[config.mk]
export PLATFORM = sky130hd
export DESIGN_NAME = flight_phase_detector
export DESIGN_NICKNAME = d
export VERILOG_FILES = /design/src/design/fpd_pkg.sv /design/src/design/flight_phase_detector.sv /design/src/design/fpd_cfg_regs.sv /design/src/design/fpd_phase_core.sv
export SDC_FILE = /design/constraint.sdc
export NUM_CORES = 1
export LEC_CHECK = 0
export BUFFER_PORTS_ARGS = -buffer_cell sky130_fd_sc_hd__buf_4
export CAP_MARGIN = 20
export CELL_PAD_IN_SITES_DETAIL_PLACEMENT = 1
export CELL_PAD_IN_SITES_GLOBAL_PLACEMENT = 1
export CORE_MARGIN = 8
export CORE_UTILIZATION = 25
export CTS_CLUSTER_DIAMETER = 60
export CTS_CLUSTER_SIZE = 14
export DETAILED_ROUTE_END_ITERATION = 7
export PLACE_DENSITY = 0.5
export SLEW_MARGIN = 30
export SYNTH_ARGS = -nofsm -noshare
export SYNTH_HDL_FRONTEND = slang
export SYNTH_SLANG_ARGS = --single-unit
[constraint.sdc]
create_clock -name clk -period 3.9 [get_ports clk]
set_clock_uncertainty 0.05 [all_clocks]
set_input_delay 0.78 -clock clk [delete_from_list [all_inputs] [get_ports clk]]
set_output_delay 0.78 -clock clk [all_outputs]
set_load 0.05 [all_outputs]
[src/design/fpd_pkg.sv]
// Package for the flight phase detector.
// Holds the phase enum, the configuration register set and its reset values.
// No dependencies.
package fpd_pkg;

  localparam int AccelW     = 16;
  localparam int AltW       = 24;
  localparam int AccelThrW  = 15;
  localparam int AltThrW    = 23;
  localparam int CountW     = 8;
  localparam int CfgIndexW  = 3;
  localparam int CfgDataW   = 32;
  localparam int InDataW    = 40;
  localparam int OutDataW   = 8;

  localparam logic [AccelThrW-1:0] AccelThrReset   = 15'd3766;
  localparam logic [AltThrW-1:0]   LaunchAltReset  = 23'd400;
  localparam logic [AltThrW-1:0]   MainAltReset    = 23'd8000;
  localparam logic [CountW-1:0]    CoastCntReset   = 8'd100;
  localparam logic [CountW-1:0]    ApogeeCntReset  = 8'd10;

  typedef enum logic [CfgIndexW-1:0] {
    CFG_ACCEL_THR  = 3'd0,
    CFG_LAUNCH_ALT = 3'd1,
    CFG_MAIN_ALT   = 3'd2,
    CFG_COAST_CNT  = 3'd3,
    CFG_APOGEE_CNT = 3'd4
  } cfg_index_t;

  typedef enum logic [2:0] {
    PH_IDLE    = 3'd0,
    PH_BOOST   = 3'd1,
    PH_BURNOUT = 3'd2,
    PH_COAST   = 3'd3,
    PH_APOGEE  = 3'd4,
    PH_DROGUE  = 3'd5,
    PH_MAIN    = 3'd6,
    PH_LANDED  = 3'd7
  } phase_t;

  typedef struct packed {
    logic [AccelThrW-1:0] accel_threshold;
    logic [AltThrW-1:0]   launch_altitude;
    logic [AltThrW-1:0]   main_deploy_altitude;
    logic [CountW-1:0]    coast_confirm_count;
    logic [CountW-1:0]    apogee_confirm_count;
  } cfg_t;

endpackage

[src/design/flight_phase_detector.sv]
// Flight phase detector top level: input register, phase sequencer,
// result register and configuration port. Depends on fpd_pkg,
// fpd_cfg_regs and fpd_phase_core.
//
// Usage:
//   in_*  : sensor samples, one beat per sample. in_tdata[15:0] is accel_z
//           (signed, 1/128 m/s^2), in_tdata[39:16] is altitude (signed, 1/8 ft).
//   out_* : one beat per sample. out_tdata[2:0] is the phase after the sample
//           (0 idle .. 7 landed), out_tdata[3] is set when the sample changed
//           the phase; upper bits are zero.
//   cfg_* : register writes, always ready. Index 0 accel threshold, 1 launch
//           altitude, 2 main deploy altitude, 3 coast confirm count, 4 apogee
//           confirm count; other indexes are ignored. Write only while idle.
// A sample passes the input register, then the result register. One sample per
// cycle is sustained while out_tready is high; the phase update is combinational
// compare logic between the input register and the result register.
// Reset (rst_n low, synchronous) loads default thresholds, phase idle, zero
// streaks and zero previous altitude, and empties both registers.
// When out_tready is low the result holds; the input register still takes
// one more beat, then in_tready drops until the result is taken.
module flight_phase_detector import fpd_pkg::*; (
  input  logic                 clk,
  input  logic                 rst_n,
  input  logic                 in_tvalid,
  output logic                 in_tready,
  input  logic [InDataW-1:0]   in_tdata,   // accel_z[15:0], altitude[39:16]
  output logic                 out_tvalid,
  input  logic                 out_tready,
  output logic [OutDataW-1:0]  out_tdata,  // flight_phase[2:0], phase_entered[3]
  input  logic                 cfg_valid,
  output logic                 cfg_ready,
  input  logic [CfgIndexW-1:0] cfg_index,
  input  logic [CfgDataW-1:0]  cfg_data
);

  cfg_t cfg;

  logic                     s1_valid_r, s1_valid_nxt;
  logic signed [AccelW-1:0] s1_accel_r;
  logic signed [AltW-1:0]   s1_alt_r;
  logic                     out_valid_r, out_valid_nxt;
  phase_t                   out_phase_r;
  logic                     out_entered_r;

  logic   advance, step;
  phase_t phase_next;
  logic   phase_entered;

  assign cfg_ready = 1'b1;

  fpd_cfg_regs u_cfg (
    .clk      (clk),
    .rst_n    (rst_n),
    .wr_en    (cfg_valid),
    .wr_index (cfg_index),
    .wr_data  (cfg_data),
    .cfg      (cfg)
  );

  assign advance   = !out_valid_r || out_tready;
  assign step      = s1_valid_r && advance;
  assign in_tready = !s1_valid_r || advance;

  assign s1_valid_nxt  = in_tready ? in_tvalid : s1_valid_r;
  assign out_valid_nxt = advance ? s1_valid_r : out_valid_r;

  fpd_phase_core u_core (
    .clk           (clk),
    .rst_n         (rst_n),
    .step          (step),
    .accel_z       (s1_accel_r),
    .altitude      (s1_alt_r),
    .cfg           (cfg),
    .phase_next    (phase_next),
    .phase_entered (phase_entered)
  );

  always_ff @(posedge clk) begin
    if (!rst_n) begin
      s1_valid_r  <= 1'b0;
      out_valid_r <= 1'b0;
    end else begin
      s1_valid_r  <= s1_valid_nxt;
      out_valid_r <= out_valid_nxt;
    end
  end

  always_ff @(posedge clk) begin
    if (in_tready && in_tvalid) begin
      s1_accel_r <= $signed(in_tdata[AccelW-1:0]);
      s1_alt_r   <= $signed(in_tdata[AccelW+AltW-1:AccelW]);
    end
    if (step) begin
      out_phase_r   <= phase_next;
      out_entered_r <= phase_entered;
    end
  end

  assign out_tvalid = out_valid_r;
  assign out_tdata  = {4'b0000, out_entered_r, out_phase_r};

endmodule

[src/design/fpd_cfg_regs.sv]
// Configuration register file of the flight phase detector.
// Depends on fpd_pkg.
module fpd_cfg_regs import fpd_pkg::*; (
  input  logic                 clk,
  input  logic                 rst_n,
  input  logic                 wr_en,
  input  logic [CfgIndexW-1:0] wr_index,
  input  logic [CfgDataW-1:0]  wr_data,
  output cfg_t                 cfg
);

  cfg_t cfg_r, cfg_nxt;

  always_comb begin
    cfg_nxt = cfg_r;
    if (wr_en) begin
      case (cfg_index_t'(wr_index))
        CFG_ACCEL_THR:  cfg_nxt.accel_threshold      = wr_data[AccelThrW-1:0];
        CFG_LAUNCH_ALT: cfg_nxt.launch_altitude      = wr_data[AltThrW-1:0];
        CFG_MAIN_ALT:   cfg_nxt.main_deploy_altitude = wr_data[AltThrW-1:0];
        CFG_COAST_CNT:  cfg_nxt.coast_confirm_count  = wr_data[CountW-1:0];
        CFG_APOGEE_CNT: cfg_nxt.apogee_confirm_count = wr_data[CountW-1:0];
        default: ;
      endcase
    end
  end

  always_ff @(posedge clk) begin
    if (!rst_n) begin
      cfg_r.accel_threshold      <= AccelThrReset;
      cfg_r.launch_altitude      <= LaunchAltReset;
      cfg_r.main_deploy_altitude <= MainAltReset;
      cfg_r.coast_confirm_count  <= CoastCntReset;
      cfg_r.apogee_confirm_count <= ApogeeCntReset;
    end else begin
      cfg_r <= cfg_nxt;
    end
  end

  assign cfg = cfg_r;

endmodule

[src/design/fpd_phase_core.sv]
// Phase sequencer: phase state, confirm streaks and previous altitude.
// Decides the next phase for one registered sample. Depends on fpd_pkg.
module fpd_phase_core import fpd_pkg::*; (
  input  logic                   clk,
  input  logic                   rst_n,
  input  logic                   step,
  input  logic signed [AccelW-1:0] accel_z,
  input  logic signed [AltW-1:0]   altitude,
  input  cfg_t                   cfg,
  output phase_t                 phase_next,
  output logic                   phase_entered
);

  phase_t                 phase_r, phase_nxt;
  logic [CountW-1:0]      coast_streak_r, coast_streak_nxt;
  logic [CountW-1:0]      apogee_streak_r, apogee_streak_nxt;
  logic signed [AltW-1:0] last_alt_r, last_alt_nxt;

  logic signed [AccelW-1:0] at_s;
  logic signed [AltW-1:0]   la_s, md_s;
  logic                     a_gt_at, a_lt_at, h_gt_la, h_lt_la, h_lt_md;
  logic                     h_gt_prev, h_lt_prev;
  logic [CountW-1:0]        coast_bump, apogee_bump;

  assign at_s      = $signed({1'b0, cfg.accel_threshold});
  assign la_s      = $signed({1'b0, cfg.launch_altitude});
  assign md_s      = $signed({1'b0, cfg.main_deploy_altitude});
  assign a_gt_at   = accel_z > at_s;
  assign a_lt_at   = accel_z < at_s;
  assign h_gt_la   = altitude > la_s;
  assign h_lt_la   = altitude < la_s;
  assign h_lt_md   = altitude < md_s;
  assign h_gt_prev = altitude > last_alt_r;
  assign h_lt_prev = altitude < last_alt_r;

  // saturating increments
  assign coast_bump  = (&coast_streak_r)  ? coast_streak_r  : coast_streak_r + 1'b1;
  assign apogee_bump = (&apogee_streak_r) ? apogee_streak_r : apogee_streak_r + 1'b1;

  // next state
  always_comb begin
    phase_nxt         = phase_r;
    coast_streak_nxt  = coast_streak_r;
    apogee_streak_nxt = apogee_streak_r;
    case (phase_r)
      PH_IDLE: begin
        if (a_gt_at || h_gt_la) phase_nxt = PH_BOOST;
      end
      PH_BOOST: begin
        if (a_lt_at || h_gt_prev) phase_nxt = PH_BURNOUT;
      end
      PH_BURNOUT: begin
        if (a_lt_at) begin
          if (coast_bump >= cfg.coast_confirm_count) begin
            phase_nxt        = PH_COAST;
            coast_streak_nxt = '0;
          end else begin
            coast_streak_nxt = coast_bump;
          end
        end else begin
          coast_streak_nxt = '0;
        end
      end
      PH_COAST: begin
        if (h_lt_prev) begin
          if (apogee_bump >= cfg.apogee_confirm_count) begin
            phase_nxt         = PH_APOGEE;
            apogee_streak_nxt = '0;
          end else begin
            apogee_streak_nxt = apogee_bump;
          end
        end else begin
          apogee_streak_nxt = '0;
        end
      end
      PH_APOGEE: begin
        phase_nxt = PH_DROGUE;
      end
      PH_DROGUE: begin
        if (h_lt_md) phase_nxt = PH_MAIN;
      end
      PH_MAIN: begin
        if (a_lt_at || h_lt_la) phase_nxt = PH_LANDED;
      end
      default: ;
    endcase
  end

  // outputs
  always_comb begin
    phase_next    = phase_nxt;
    phase_entered = (phase_nxt != phase_r);
    last_alt_nxt  = altitude;
  end

  always_ff @(posedge clk) begin
    if (!rst_n) begin
      phase_r         <= PH_IDLE;
      coast_streak_r  <= '0;
      apogee_streak_r <= '0;
      last_alt_r      <= '0;
    end else if (step) begin
      phase_r         <= phase_nxt;
      coast_streak_r  <= coast_streak_nxt;
      apogee_streak_r <= apogee_streak_nxt;
      last_alt_r      <= last_alt_nxt;
    end
  end

  a_landed_holds: assert property (@(posedge clk) disable iff (!rst_n)
    step && phase_r == PH_LANDED |=> phase_r == PH_LANDED)
    else $error("landed phase left");

  a_apogee_to_drogue: assert property (@(posedge clk) disable iff (!rst_n)
    step && phase_r == PH_APOGEE |=> phase_r == PH_DROGUE)
    else $error("apogee not followed by drogue");

  a_idle_exit: assert property (@(posedge clk) disable iff (!rst_n)
    step && phase_r == PH_IDLE |=> phase_r == PH_IDLE || phase_r == PH_BOOST)
    else $error("idle left to a phase other than boost");

  a_alt_tracked: assert property (@(posedge clk) disable iff (!rst_n)
    step |=> last_alt_r == $past(altitude))
    else $error("previous altitude not updated");

  a_hold_idle: assert property (@(posedge clk) disable iff (!rst_n)
    !step |=> $stable(phase_r) && $stable(coast_streak_r) && $stable(apogee_streak_r))
    else $error("state moved without a sample");

endmodule
After elaboration in Yosys (flattened, before gate mapping)
Cells that the tools add are included.
{"block": "word_totals", "in_bits": 80, "out_inout_bits": 11, "ff_bits": 166, "word_cells": 72}
{"block": "classes", "n_eq_ne": 11, "reduce_logical": 20, "magnitude_cmp": 9, "mux": 15, "n_addsub": 2}
{"cell": "24-bit < comparator", "count": 3}
{"cell": "24-bit greater-than comparator", "count": 2}
{"cell": "8-bit two-way mux", "count": 6}
{"cell": "3-bit two-way mux", "count": 8}
{"cell": "3-bit case mux with 7 select lines", "count": 1}
{"cell": "8-bit by 1-bit adder with 8-bit output (second input constant)", "count": 2}
{"cell": "8-bit greater-or-equal comparator", "count": 2}
{"cell": "16-bit greater-than comparator", "count": 1}
{"cell": "16-bit < comparator", "count": 1}
{"cell": "8-bit AND reduction", "count": 2}
{"cell": "2-bit AND reduction", "count": 7}
{"cell": "3-bit by 2-bit == test with 1-bit output (second input constant)", "count": 4}
{"cell": "3-bit == test (second input constant)", "count": 4}
{"cell": "3-bit by 1-bit == test with 1-bit output (second input constant)", "count": 2}
{"cell": "3-bit zero test", "count": 2}
{"cell": "1-bit logical OR", "count": 5}
{"cell": "3-bit inequality test", "count": 1}
{"cell": "1-bit logical AND", "count": 2}
{"cell": "1-bit zero test", "count": 2}

Logic depth before layout (Yosys ltp)
Gate-level depths: netlist of run 1.
{"block": "logic_depth", "ltp_word": 7, "mapped_depth": 15, "ltp_nobuf": 15}

Modules after synthesis
Synthesis of run 1 repeated with hierarchy kept, for this count alone.
{"block": "unflattened", "cells_unflattened": 943, "hier_area_um2": 9145.0}
{"mod": "fpd_phase_core", "n_inst": 1, "seq_area_each_um2": 860.8, "cells_per_inst": 588, "area_per_inst_um2": 4663.2}
{"mod": "fpd_cfg_regs", "n_inst": 1, "seq_area_each_um2": 1541.5, "cells_per_inst": 294, "area_per_inst_um2": 3004.1}
{"mod": "flight_phase_detector", "n_inst": 1, "seq_area_each_um2": 1361.3, "cells_per_inst": 61, "area_per_inst_um2": 1477.7}

Worst setup path after synthesis of run 1
Ideal clock, no wire load.
{"block": "synth_timing", "path_kind": "reg-to-reg", "start": "register u_core.apogee_streak_r[0]", "end": "register out_phase_r[0] (data pin)", "setup_time_ns": 0.266, "t_required_ns": 3.584, "path_slack_ns": 0.801, "path_stages_with_launch": 16, "arrival_ns": 2.783, "path_buffers": 0, "period_less_slack_ns": 3.099, "path_cell_list": "dfxtp_1 > ha_1 > nand2_1 > nor2_1 > nand3_1 > xor2_1 > inv_1 > ha_1 > nand2b_1 > a211oi_1 > nor4_1 > nor3_1 > or4_1 > o31a_1 > o21bai_1 > nand3_1"}
{"block": "synth_via", "elab_chain_cells": 6, "word_cells_on_any_way": 7, "cone_classes": "add/sub: 1; order compare: 1; mux: 4; reduce/logical: 1"}
{"element": "from (decl)", "line": "fpd_phase_core.sv:16", "text": "logic [CountW-1:0] apogee_streak_r, apogee_streak_nxt;"}
{"element": "from (signal assigned)", "line": "fpd_phase_core.sv:105", "text": "apogee_streak_r <= apogee_streak_nxt;"}
{"element": "8-bit by 1-bit adder with 8-bit output / 8-bit AND reduction (equally long branches)", "line": "fpd_phase_core.sv:38", "text": "assign apogee_bump = (&apogee_streak_r) ? apogee_streak_r : apogee_streak_r + 1'b1;"}
{"element": "8-bit two-way mux (*)", "line": "fpd_phase_core.sv:38"}
{"element": "8-bit greater-or-equal comparator (*)", "line": "fpd_phase_core.sv:66", "text": "if (apogee_bump >= cfg.apogee_confirm_count) begin"}
{"element": "3-bit two-way mux (*)", "line": "fpd_phase_core.sv:66"}
{"element": "3-bit two-way mux (*)", "line": "fpd_phase_core.sv:65", "text": "if (h_lt_prev) begin"}
{"element": "3-bit case mux with 7 select lines (*)", "line": "fpd_phase_core.sv:45", "text": "case (phase_r)"}
{"element": "via phase_next[0]", "line": "flight_phase_detector.sv:46", "text": "phase_t phase_next;"}
{"element": "to (signal assigned)", "line": "flight_phase_detector.sv:94", "text": "out_phase_r <= phase_next;"}
{"element": "to (decl)", "line": "flight_phase_detector.sv:42", "text": "phase_t out_phase_r;"}
Mark *: on every way through the listed nets, which the timed path passes. The rest lies on a longest branch.
A chain may end at the register's enable or synchronous reset.

Final worst setup path of run 1
{"block": "layout_timing", "start": "register u_core.apogee_streak_r[0]", "end": "register out_phase_r[1] (data pin)"}
The elaborated chain is that of the path after synthesis.

==> flow_metrics.py, run 1 <==
metrics = {
    "grt": {
        "antenna_found_initial": 1,
        "overflow": 0,
        "global_route.usage.total_pct": 12.3,
        "via_count_of_the_first_global_routing_pass": 7104,
        "grt_start_max_net_pins": 77,
        "grt_first_pass_wirelength_microns": 39600,
    },
    "placed_design": {
        "post-place-cells": 1483,
        "finalWeightedCongestion": 0.777,
        "hpwlAfterDp_microns": 18300,
        "port_buffers": 76,
    },
    "yosys": {
        "synth.cells.most_frequent": "sky130_fd_sc_hd__nand2_1 (212), sky130_fd_sc_hd__dfxtp_1 (122), sky130_fd_sc_hd__inv_1 (105)",
        "synth_async_sr_flop_share_pct": 0,
        "dominant_cells_by_area_after_synthesis": "sky130_fd_sc_hd__dfxtp_1 (28%), sky130_fd_sc_hd__edfxtp_1 (15%), sky130_fd_sc_hd__ha_1 (15%), sky130_fd_sc_hd__nand2_1 (9.1%), sky130_fd_sc_hd__a21boi_0 (7.2%)",
        "postSynthRegisterBits": 166,
        "syn_avg_cell_area_sq_um": 8.94,
        "post-synth-top-area-cell": "sky130_fd_sc_hd__dfxtp_1",
        "synth.cell_area_sq_um": 8760,
        "synth_edf_count": 44,
        "post-synth-top-count-cell": "sky130_fd_sc_hd__nand2_1",
        "netlist.area_leader.share_pct": 27.9,
        "yosysSeqAreaShare_pct": 43.0,
        "ys.warnings.count": 0,
        "postSynthCellCount": 980,
        "synth_cell_type_count": 55,
        "synth_ff_type": "sky130_fd_sc_hd__dfxtp_1",
    },
    "power_and_ir_drop": {
        "peak_ir_drop_on_the_vdd_network_v": 0.000289,
        "p_leak_nw": 4.05,
        "power.density_nw_per_um2": 385,
        "total_design_power_w": 0.00403,
    },
    "route": {
        "detail_route.vias_per_cell": 4.53,
        "drtIter0Drc": 297,
        "first_pass_detailed_route_iteration_total": 4,
        "routed_wl_microns": 24700,
        "vias": 6857,
        "number_of_remaining_drc_errors": 0,
        "routed_wire_length_per_instance_microns": 16.3,
        "antenna_violating_nets_post_route": 0,
    },
    "setup_path": {
        "setup.worst_path.class": "flip-flop to flip-flop",
        "critical_path.max_fanout": 5,
        "worstSetupEndpointType": "flip-flop",
        "start_kind": "flip-flop",
        "cp_data_arrival_time_ps": 3660,
        "critPathRequiredTime_ps": 4020,
    },
    "final_layout": {
        "area.growth.synth_to_final_pct": 19.4,
        "finish.net_count": 1229,
        "final-instance-count-excl-fill": 1515,
        "layout_cells_sized_above_1_pct": 12.3,
        "antennaDiodeCount": 0,
    },
    "die": {
        "placementRows": 68,
        "initial_utilization_pct": 25.4,
        "die_area_sq_um": 41300,
        "die_y_microns": 203,
        "design.core.area_sq_um": 34500,
        "top_level_ports": 91,
        "die_width_microns": 203,
    },
    "sta": {
        "timing.fmax_mhz": 283,
        "grt_setup_unrepaired": "false",
        "worst_pin_slew_ps": 870,
        "setup-violations-final": 0,
        "finalCriticalPeriod_ps": 3530,
        "max-slew-margin-rel_pct": 42.0,
        "final-max-slew-violation-count": 0,
        "totalNegativeSetupSlack_ps": 0,
        "timing.final.crit_share_pct": 90.6,
        "hold_violations": 0,
    },
    "cts": {
        "cts.htree.levels": 4,
        "worst_setup_hold_path_clk_slew_ps": 70,
        "cts_tree": "built",
        "clk_path_buf_depth": 2,
        "clkSinkCount": 166,
        "clock_tree.root_cell": "sky130_fd_sc_hd__clkbuf_16",
        "post-cts-setup-buffer-count": 0,
        "cts-buffers-inserted": 17,
        "clk-insertion-delay-late_ps": 440,
    },
    "worst_hold_path": {
        "hold_path.class": "flip-flop to flip-flop",
    },
    "job": {
        "max_cap_violations": 0,
    },
    "status": {
        "run_status": "finished clean",
    },
}
routing by layer:
metal / share of wire (%) / global-route usage, % / up-vias
met3: 2.8 / 2.35 / 26
met2: 46 / 19.7 / 71
li1: - / - / 3495
met5: 0 / 0 / -
met1: 50 / 16.4 / 3265
met4: 1.5 / 4.01 / 0
logic make-up after synthesis:
| family | synth area share (%) |
|---|---|
| AO/OA/AOI/OAI | 17.7 |
| XOR/XNOR | 0.800 |
| adder cells (fa/ha/maj) | 14.6 |
| buffers and inverters | 6.56 |
| flip-flops | 43.0 |
| multiplexers | 0.386 |
| other | 0.0857 |
| AND/OR/NAND/NOR | 17.0 |
worst paths after layout:
kind,startpoint,to,slack (ps),cells after the start
min,u_core.last_alt_r[11],u_core.last_alt_r[11],410,2
max reg2reg,u_core.apogee_streak_r[0],out_phase_r[1],370,16
min reg2reg,u_core.last_alt_r[11],u_core.last_alt_r[11],410,2
max,u_core.apogee_streak_r[0],out_phase_r[1],370,16
cell usage in the layout, fill, tap and decap left out, types with 3 or more instances in the layout:
cell / n
sky130_fd_sc_hd__and3_1: 5
sky130_fd_sc_hd__nor2_2: 3
sky130_fd_sc_hd__a22oi_1: 9
sky130_fd_sc_hd__clkinv_4: 3
sky130_fd_sc_hd__ha_1: 102
sky130_fd_sc_hd__nand2_1: 212
sky130_fd_sc_hd__and2_1: 5
sky130_fd_sc_hd__mux2_2: 3
sky130_fd_sc_hd__dfxtp_1: 122
sky130_fd_sc_hd__nor2_1: 25
sky130_fd_sc_hd__nand3_1: 16
sky130_fd_sc_hd__clkbuf_1: 3
sky130_fd_sc_hd__a21o_1: 12
sky130_fd_sc_hd__o21ai_0: 7
sky130_fd_sc_hd__nor2b_1: 17
sky130_fd_sc_hd__nand2b_1: 3
sky130_fd_sc_hd__or3_1: 3
sky130_fd_sc_hd__nand4_1: 22
sky130_fd_sc_hd__nor4_1: 5
sky130_fd_sc_hd__a21oi_1: 38
sky130_fd_sc_hd__a21boi_0: 84
sky130_fd_sc_hd__or4_1: 4
sky130_fd_sc_hd__a211oi_1: 11
sky130_fd_sc_hd__xnor2_1: 6
sky130_fd_sc_hd__conb_1: 5
sky130_fd_sc_hd__nor3_1: 3
sky130_fd_sc_hd__a22o_1: 3
sky130_fd_sc_hd__inv_1: 105
sky130_fd_sc_hd__o211ai_1: 26
sky130_fd_sc_hd__o31ai_1: 3
sky130_fd_sc_hd__buf_4: 84
sky130_fd_sc_hd__o21a_1: 4
sky130_fd_sc_hd__clkbuf_16: 18
sky130_fd_sc_hd__edfxtp_1: 44
stage by stage:
step,worst slack [ps],util [%],hold slack [ps],cell area [sq um]
after floorplan,801,-,393,8770
after global placement,233,28.5,401,9840
after detailed placement,173,28.5,406,9840
after CTS,148,30.2,416,10400
after global routing,7.13,30.3,427,10500
final,367,30.3,412,10500
report_power, final:
part | internal [W] | leakage, nW | switching [W] | total [W]
clock | 0.00100 | 0.286 | 0.000742 | 0.00174
combinational | 0.000174 | 2.34 | 0.000233 | 0.000407
sequential | 0.00183 | 1.42 | 0.0000467 | 0.00188
final cells by class:
class	count	area, sq um
well taps	455	569
multi-input cells	670	4460
inverters	106	398
flip-flops and latches	166	3760
fillers	4084	24100
clock inverters	10	119
clock buffers	22	475
repair buffers	86	671
critical path, stage by stage, from the launching register on:
cell and delay [ps]:
sky130_fd_sc_hd__dfxtp_1 420, sky130_fd_sc_hd__ha_1 220, sky130_fd_sc_hd__nand2_1 120, sky130_fd_sc_hd__nor2_2 140
sky130_fd_sc_hd__nand3_2 170, sky130_fd_sc_hd__xor2_2 200, sky130_fd_sc_hd__inv_1 60, sky130_fd_sc_hd__ha_1 260
sky130_fd_sc_hd__nand2b_1 100, sky130_fd_sc_hd__a211oi_1 80, sky130_fd_sc_hd__nor4_2 300, sky130_fd_sc_hd__nor3_1 90
sky130_fd_sc_hd__buf_4 160, sky130_fd_sc_hd__or4_1 460, sky130_fd_sc_hd__o31a_1 160, sky130_fd_sc_hd__nor4_1 190
sky130_fd_sc_hd__a211oi_1 80
repair_timing:
action / in CTS / in global routing
endpoints found under the setup margin: 0 / 6
hold buffers: 0 / 0
resized for setup: 0 / 5
registers in the layout, indices dropped and copies added (netlist names):
| name | flops |
|---|---|
| u_core.phase_r | 3 |
| u_cfg.cfg | 77 |
| u_core.coast_streak_r | 8 |
| s1_valid_r | 1 |
| u_core.apogee_streak_r | 8 |
| s1_alt_r | 24 |
| s1_accel_r | 16 |
| out_phase_r | 3 |
| u_core.last_alt_r | 24 |
| out_tvalid | 1 |
| out_entered_r | 1 |
Note: power is estimated with default switching activity, not from simulation.
==> run 2: changes to the inputs <==
- ABC_AREA: default -> 1
- PLACE_DENSITY: 0.5 -> 0.51
==> flow_metrics.py, run 2 <==
metrics = {
    "grt": {
        "grt_start_max_net_pins": 54,
        "grt_first_pass_wirelength_microns": 38800,
        "overflow": 0,
        "global_route.usage.total_pct": 11.9,
        "via_count_of_the_first_global_routing_pass": 7337,
        "antenna_found_initial": 0,
    },
    "setup_path": {
        "worstRegToRegCells": 19,
        "rrSetupSlack_ps": 680,
        "critical_path.max_fanout": 8,
        "critical-path-top-delay-family": "simple AND/OR/NAND/NOR gates",
        "worst-path-stages": 19,
        "r2r-end": "out_entered_r",
        "critPathRequiredTime_ps": 4050,
        "cp_data_arrival_time_ps": 3370,
        "most_prevalent_standard_cell_on_the_critical_path": "sky130_fd_sc_hd__nand2_1",
        "worstSetupEndpointType": "flip-flop",
        "start_kind": "flip-flop",
        "crit_path_top_delay_cell": "sky130_fd_sc_hd__dfxtp_1",
        "r2r-start": "u_core.apogee_streak_r[0]",
        "critPathBufInv": 1,
        "cell_breakdown_of_the_critical_path": "ha_1 -> nand2_1 -> nor3_2 -> inv_2 -> nor2_4 -> nand2_4 -> mux2_2 -> ha_1 -> a21oi_1 -> o21ai_0 -> nand2_1 -> o2111ai_1 -> nand3_1 -> nand2_1 -> nand2_1 -> nor2_2 -> nand2_2 -> nand2_1 -> nand2_1",
        "crit_path_max_incr_delay_ps": 390,
        "setup.worst_path.class": "flip-flop to flip-flop",
    },
    "yosys": {
        "synth_cell_type_count": 42,
        "synth_compound_gate_area_share_pct": 15.6,
        "netlist.area_leader.share_pct": 27.9,
        "synth_top_family_by_area": "simple AND/OR/NAND/NOR gates",
        "postSynthCellCount": 1068,
        "mux_share_of_post_synthesis_cell_area_pct": 0.243,
        "synth.cell_area_sq_um": 8740,
        "syn_avg_cell_area_sq_um": 8.19,
        "post-synth-top-area-cell": "sky130_fd_sc_hd__dfxtp_1",
        "yosys.area_share.simple_pct": 16.0,
        "synth_xor_xnor_area_share_pct": 1.19,
        "dominant_cells_by_area_after_synthesis": "sky130_fd_sc_hd__dfxtp_1 (28%), sky130_fd_sc_hd__edfxtp_1 (15%), sky130_fd_sc_hd__ha_1 (15%), sky130_fd_sc_hd__nand2_1 (8.6%), sky130_fd_sc_hd__a21oi_1 (7.6%)",
        "ys.warnings.count": 0,
        "synth_edf_count": 44,
        "yosysSeqAreaShare_pct": 43.0,
        "postSynthRegisterBits": 166,
        "synth.cells.most_frequent": "sky130_fd_sc_hd__nand2_1 (201), sky130_fd_sc_hd__inv_1 (163), sky130_fd_sc_hd__a21oi_1 (133)",
        "synth_ff_type": "sky130_fd_sc_hd__dfxtp_1",
        "post_synth_fa_ha_maj_area_fraction_pct": 14.6,
        "post-synth-top-count-cell": "sky130_fd_sc_hd__nand2_1",
        "synth_async_sr_flop_share_pct": 0,
    },
    "sta": {
        "timing.final.crit_share_pct": 82.6,
        "totalNegativeSetupSlack_ps": 0,
        "finalCriticalPeriod_ps": 3220,
        "timing.fmax_mhz": 310,
        "final-max-slew-violation-count": 0,
        "setup-violations-final": 0,
        "setup_ws_ps": 677,
        "max-slew-margin-rel_pct": 43.4,
        "grt_setup_unrepaired": "false",
        "worst_pin_slew_ps": 843,
        "hold_violations": 0,
    },
    "final_layout": {
        "sequential_cell_area_sq_um": 3760,
        "most_common_library_cell_in_the_layout_ignoring_fill_and_taps": "sky130_fd_sc_hd__nand2_1",
        "layout_cells_sized_above_1_pct": 13.4,
        "most-common-layout-cells": "sky130_fd_sc_hd__nand2_1 (201), sky130_fd_sc_hd__inv_1 (160), sky130_fd_sc_hd__a21oi_1 (133)",
        "finish.net_count": 1318,
        "max_ffs_per_register": 77,
        "num-fill-cells": 4128,
        "area.growth.synth_to_final_pct": 18.1,
        "area_of_the_multi_input_gates_sq_um": 4190,
        "antennaDiodeCount": 0,
    },
    "worst_hold_path": {
        "hold_path.class": "flip-flop to flip-flop",
        "hold_depth": 2,
        "hold_end": "u_core.last_alt_r[4]",
        "hold_path_startpoint": "u_core.last_alt_r[4]",
    },
    "cts": {
        "postCtsHoldBufs": 0,
        "worst_setup_hold_path_clk_slew_ps": 70,
        "cts_tree": "built",
        "post-cts-setup-buffer-count": 0,
        "clk_path_buf_depth": 2,
        "clk-insertion-delay-late_ps": 450,
        "cts.htree.levels": 4,
        "clkSinkCount": 166,
        "cts_repair_resize_count": 0,
        "clock_tree.root_cell": "sky130_fd_sc_hd__clkbuf_16",
        "cts-buffers-inserted": 17,
    },
    "route": {
        "detail_route.vias_per_cell": 4.33,
        "number_of_remaining_drc_errors": 0,
        "antenna_violating_nets_post_route": 0,
        "routed_wl_microns": 23600,
        "first_pass_detailed_route_iteration_total": 4,
        "drtIter0Drc": 269,
        "vias": 6947,
        "routed_wire_length_per_instance_microns": 14.7,
    },
    "placed_design": {
        "hpwlAfterDp_microns": 17500,
        "finalWeightedCongestion": 0.733,
        "port_buffers": 76,
        "detailedPlace.worstSlack_ps": 678,
    },
    "die": {
        "die_width_microns": 203,
        "top_level_ports": 91,
        "placementRows": 68,
        "die_area_sq_um": 41200,
        "initial_utilization_pct": 25.4,
        "design.core.area_sq_um": 34500,
        "die_y_microns": 203,
    },
    "job": {
        "max_cap_violations": 0,
    },
    "status": {
        "run_status": "finished clean",
    },
    "power_and_ir_drop": {
        "p_leak_nw": 4.54,
        "peak_ir_drop_on_the_vdd_network_v": 0.000301,
        "power.density_nw_per_um2": 388,
    },
}
## run 2: cell count changes after synthesis, sizes merged, moves of 6 or more
cell | previous run | this run
a21oi | 38 | 135
o21ai | 8 | 94
a21boi | 85 | 0
inv | 105 | 172
nor2 | 28 | 62
nor2b | 17 | 0
nand4 | 22 | 8
a211oi | 11 | 0
a22oi | 9 | 0
nand3 | 17 | 26
o211ai | 27 | 19
a21o | 12 | 5
and2 | 6 | 0
## run 2: cell type report
| cell class | count | share of cell area [%] |
|---|---|---|
| clock buffer | 22 | 4.60 |
| clock inverter | 10 | 0.691 |
| inverter | 173 | 6.31 |
| multi-input combinational | 697 | 40.5 |
| sequential | 166 | 36.4 |
| tap | 455 | 5.51 |
| timing repair buffer | 81 | 5.89 |
## run 2: routing by layer
layer | vias to the layer above | wire [microns] | track usage [%]
met4 | 0 | 255 | 3.11
met2 | 64 | 10800 | 19.7
met1 | 3229 | 11900 | 15.5
met3 | 14 | 568 | 2.61
li1 | 3640 | - | -
met5 | - | 0 | 0
## run 2: kinds of logic (layout without fill, tap and decap cells)
logic type,after synthesis,in the layout
and+or+nand+nor,320,320
AOI/OAI and AO/OA,257,257
buffers and inverters,208,286
DFF,166,166
adders and majority gates,102,102
xor gates and xnor gates,11,11
other,2,5
muxes,2,2
## run 2: worst reg2reg max path, cell delays in order (launching register included)
cell and delay [ps]:
sky130_fd_sc_hd__dfxtp_1 390, sky130_fd_sc_hd__ha_1 210, sky130_fd_sc_hd__nand2_1 100, sky130_fd_sc_hd__nor3_2 230, sky130_fd_sc_hd__inv_2 70, sky130_fd_sc_hd__nor2_4 110, sky130_fd_sc_hd__nand2_4 100, sky130_fd_sc_hd__mux2_2 300
sky130_fd_sc_hd__ha_1 300, sky130_fd_sc_hd__a21oi_1 60, sky130_fd_sc_hd__o21ai_0 150, sky130_fd_sc_hd__nand2_1 70, sky130_fd_sc_hd__o2111ai_1 180, sky130_fd_sc_hd__nand3_1 130, sky130_fd_sc_hd__nand2_1 100, sky130_fd_sc_hd__nand2_1 60
sky130_fd_sc_hd__nor2_2 170, sky130_fd_sc_hd__nand2_2 80, sky130_fd_sc_hd__nand2_1 60, sky130_fd_sc_hd__nand2_1 50
## run 2: where the power goes
part / internal, W / switching, W
clock network: 0.000870 / 0.000748
logic: 0.000187 / 0.000308
registers: 0.00185 / 0.0000393
total: 0.00291 / 0.00109
## run 2: how the worst max path moves through the flow
| stage | from | endpoint | slack (ps) |
|---|---|---|---|
| 2_1_floorplan | u_core.apogee_streak_r[0] | out_entered_r | 1110 |
| 3_3_place_gp | u_core.apogee_streak_r[0] | out_entered_r | 730 |
| 3_5_place_dp | u_core.apogee_streak_r[0] | out_entered_r | 680 |
| 4_1_cts | u_core.apogee_streak_r[0] | out_entered_r | 650 |
| 5_1_grt | u_core.apogee_streak_r[0] | out_entered_r | 320 |
| 6_report | u_core.apogee_streak_r[0] | out_entered_r | 680 |
## run 2: stage by stage
| stage | util, % | instance area, sq um | hold WS, ps | instances | power, W |
|---|---|---|---|---|---|
| after detailed placement | 28.4 | 9780 | 404 | 1572 | 0.00244 |
| final | 30.0 | 10300 | 410 | 1604 | 0.00400 |
| after global routing | 30.0 | 10300 | 427 | 1604 | 0.00423 |
| after global placement | 28.4 | 9780 | 396 | 1572 | 0.00242 |
| after floorplan | - | 8750 | 383 | 1071 | 0.00225 |
| after CTS | 30.0 | 10300 | 414 | 1604 | 0.00409 |
==> run 3: changes to the inputs <==
- PLACE_DENSITY: 0.51 -> 0.53
- clock period: 3.9 -> 2.7 ns (I/O delays scaled with it)
==> flow_metrics.py, run 3 (synthesized netlist as in run 2, its figures left out) <==
metrics = {
    "sta": {
        "hold-worst-slack_ps": 216,
        "final-max-slew-violation-count": 0,
        "setup-violations-final": 7,
        "grt_setup_unrepaired": "true",
        "setup_ws_ps": -93.4,
        "finalCriticalPeriod_ps": 2790,
        "timing.final.crit_share_pct": 103,
        "timing.fmax_mhz": 358,
        "worst_pin_slew_ps": 1120,
        "hold_violations": 0,
        "max-slew-margin-rel_pct": 25.5,
    },
    "final_layout": {
        "layout_cells_sized_above_1_pct": 22.2,
        "most-common-layout-cells": "sky130_fd_sc_hd__nand2_1 (183), sky130_fd_sc_hd__inv_1 (161), sky130_fd_sc_hd__buf_4 (135)",
        "most_common_library_cell_in_the_layout_ignoring_fill_and_taps": "sky130_fd_sc_hd__nand2_1",
        "final_cell_area_sq_um": 11200,
        "post-route-util_pct": 32.4,
        "area.growth.synth_to_final_pct": 27.8,
        "finish.net_count": 1377,
        "antennaDiodeCount": 0,
        "max_ffs_per_register": 77,
    },
    "setup_path": {
        "start_kind": "flip-flop",
        "cp_data_arrival_time_ps": 3100,
        "most_prevalent_standard_cell_on_the_critical_path": "sky130_fd_sc_hd__nand2_4",
        "worstSetupEndpointType": "flip-flop",
        "setup.worst_path.class": "flip-flop to flip-flop",
        "crit_path_top_delay_cell": "sky130_fd_sc_hd__dfxtp_2",
        "cell_breakdown_of_the_critical_path": "ha_4 -> nand2_4 -> nor3_4 -> inv_2 -> nor2_4 -> nand2_4 -> mux2_4 -> ha_4 -> a21oi_2 -> o21ai_1 -> nand2_1 -> o2111ai_2 -> buf_4 -> nor2_4 -> nand2_4 -> or2_4 -> a21oi_2",
        "critical-path-top-delay-family": "simple AND/OR/NAND/NOR gates",
        "crit_path_max_incr_delay_ps": 360,
        "critical_path.max_fanout": 6,
        "critPathRequiredTime_ps": 3010,
        "rrSetupSlack_ps": -90,
        "critPathBufInv": 2,
    },
    "placed_design": {
        "port_buffers": 76,
        "hpwlAfterDp_microns": 17900,
        "detailedPlace.worstSlack_ps": -234,
        "place_area_sq_um": 10200,
        "finalWeightedCongestion": 0.745,
    },
    "cts": {
        "cts-buffers-inserted": 17,
        "postCtsHoldBufs": 0,
        "worst_setup_hold_path_clk_slew_ps": 80,
        "clock_tree.root_cell": "sky130_fd_sc_hd__clkbuf_16",
        "clk-insertion-delay-late_ps": 440,
        "cts_tree": "built",
        "cts.htree.levels": 4,
        "clkSinkCount": 166,
        "clk_path_buf_depth": 2,
    },
    "die": {
        "die_area_sq_um": 41200,
        "die_width_microns": 203,
        "design.core.area_sq_um": 34500,
        "initial_utilization_pct": 25.4,
        "top_level_ports": 91,
        "placementRows": 68,
        "die_y_microns": 203,
    },
    "route": {
        "antenna_violating_nets_post_route": 0,
        "routed_wire_length_per_instance_microns": 14.8,
        "routed_wl_microns": 24500,
        "detail_route.vias_per_cell": 4.38,
        "drtIter0Drc": 240,
        "vias": 7277,
        "first_pass_detailed_route_iteration_total": 5,
        "number_of_remaining_drc_errors": 0,
    },
    "power_and_ir_drop": {
        "peak_ir_drop_on_the_vdd_network_v": 0.000415,
        "p_leak_nw": 5.11,
        "total_design_power_w": 0.00606,
        "power.density_nw_per_um2": 543,
    },
    "status": {
        "run_status": "finished, violations left",
        "violations": "setup timing",
    },
    "grt": {
        "via_count_of_the_first_global_routing_pass": 7654,
        "grt_first_pass_wirelength_microns": 40200,
        "overflow": 0,
        "global_route.usage.total_pct": 12.2,
        "grt_start_max_net_pins": 57,
        "antenna_found_initial": 0,
    },
    "job": {
        "max_cap_violations": 0,
    },
    "worst_hold_path": {
        "hold_path.class": "input port to flip-flop",
    },
}
==> run 3: cell count changes in the layout (fill, tap and decap cells not counted), moves of 9 or more <==
cell,previous run,this run
sky130_fd_sc_hd__buf_4,81,135
sky130_fd_sc_hd__a21oi_2,2,16
sky130_fd_sc_hd__nand2_2,10,19
sky130_fd_sc_hd__nand2_1,201,183
sky130_fd_sc_hd__nand2_4,1,10
sky130_fd_sc_hd__a21oi_1,133,119
==> run 3: final timing paths <==
| path | from | to | cells after the start |
|---|---|---|---|
| worst max-delay path | u_core.apogee_streak_r[0] | u_core.apogee_streak_r[0] | 17 |
| worst max register to register | u_core.apogee_streak_r[0] | u_core.apogee_streak_r[0] | 17 |
| worst min-delay path | in_tdata[15] | s1_accel_r[15] | 1 |
| worst min register to register | u_core.last_alt_r[3] | u_core.last_alt_r[3] | 2 |
==> run 3: metal layers <==
layer | vias up | share of wire (%) | GRT usage, %
met5 | - | 0 | 0
met4 | 0 | 1.2 | 3.50
met3 | 18 | 2.3 | 2.09
met2 | 78 | 47 | 20.4
met1 | 3425 | 49 | 15.9
li1 | 3756 | - | -
==> run 3: power by group <==
| group | switching [W] | internal, W | total, W |
|---|---|---|---|
| Clock | 0.00118 | 0.00141 | 0.00259 |
| Sequential | 0.0000566 | 0.00267 | 0.00273 |
| Combinational | 0.000459 | 0.000287 | 0.000745 |
| Total | 0.00170 | 0.00437 | 0.00606 |
==> run 3: worst reg2reg max path, cell delays in order, from the launching register on <==
cell and delay, ps:
sky130_fd_sc_hd__dfxtp_2 360, sky130_fd_sc_hd__ha_4 160, sky130_fd_sc_hd__nand2_4 60, sky130_fd_sc_hd__nor3_4 140, sky130_fd_sc_hd__inv_2 60, sky130_fd_sc_hd__nor2_4 110
sky130_fd_sc_hd__nand2_4 90, sky130_fd_sc_hd__mux2_4 340, sky130_fd_sc_hd__ha_4 250, sky130_fd_sc_hd__a21oi_2 120, sky130_fd_sc_hd__o21ai_1 70, sky130_fd_sc_hd__nand2_1 80
sky130_fd_sc_hd__o2111ai_2 120, sky130_fd_sc_hd__buf_4 180, sky130_fd_sc_hd__nor2_4 100, sky130_fd_sc_hd__nand2_4 80, sky130_fd_sc_hd__or2_4 240, sky130_fd_sc_hd__a21oi_2 100
==> run 3: repair_timing <==
item | 4_1_cts | 5_1_grt
gates cloned | 0 | 0
gates resized for setup | 19 | 58
pin swaps | 16 | 31
buffers inserted | 6 | 7
endpoints found under the setup margin | 22 | 23
==> run 3: final cells by class <==
class | count | area [sq um]
well taps | 455 | 569
fillers | 4081 | 23300
multi-input cells | 697 | 4470
clock buffers | 17 | 425
inverters | 173 | 659
flip-flops and latches | 166 | 3770
repair buffers | 140 | 1100
clock inverters | 15 | 184
==> run 3: metrics by stage <==
| step | cells | setup TNS [ps] |
|---|---|---|
| global route | 1663 | -3520 |
| floorplan | 1071 | 0 |
| finish | 1663 | -243 |
| CTS | 1656 | -1100 |
| detailed placement | 1618 | -2160 |
| global placement | 1618 | -702 |
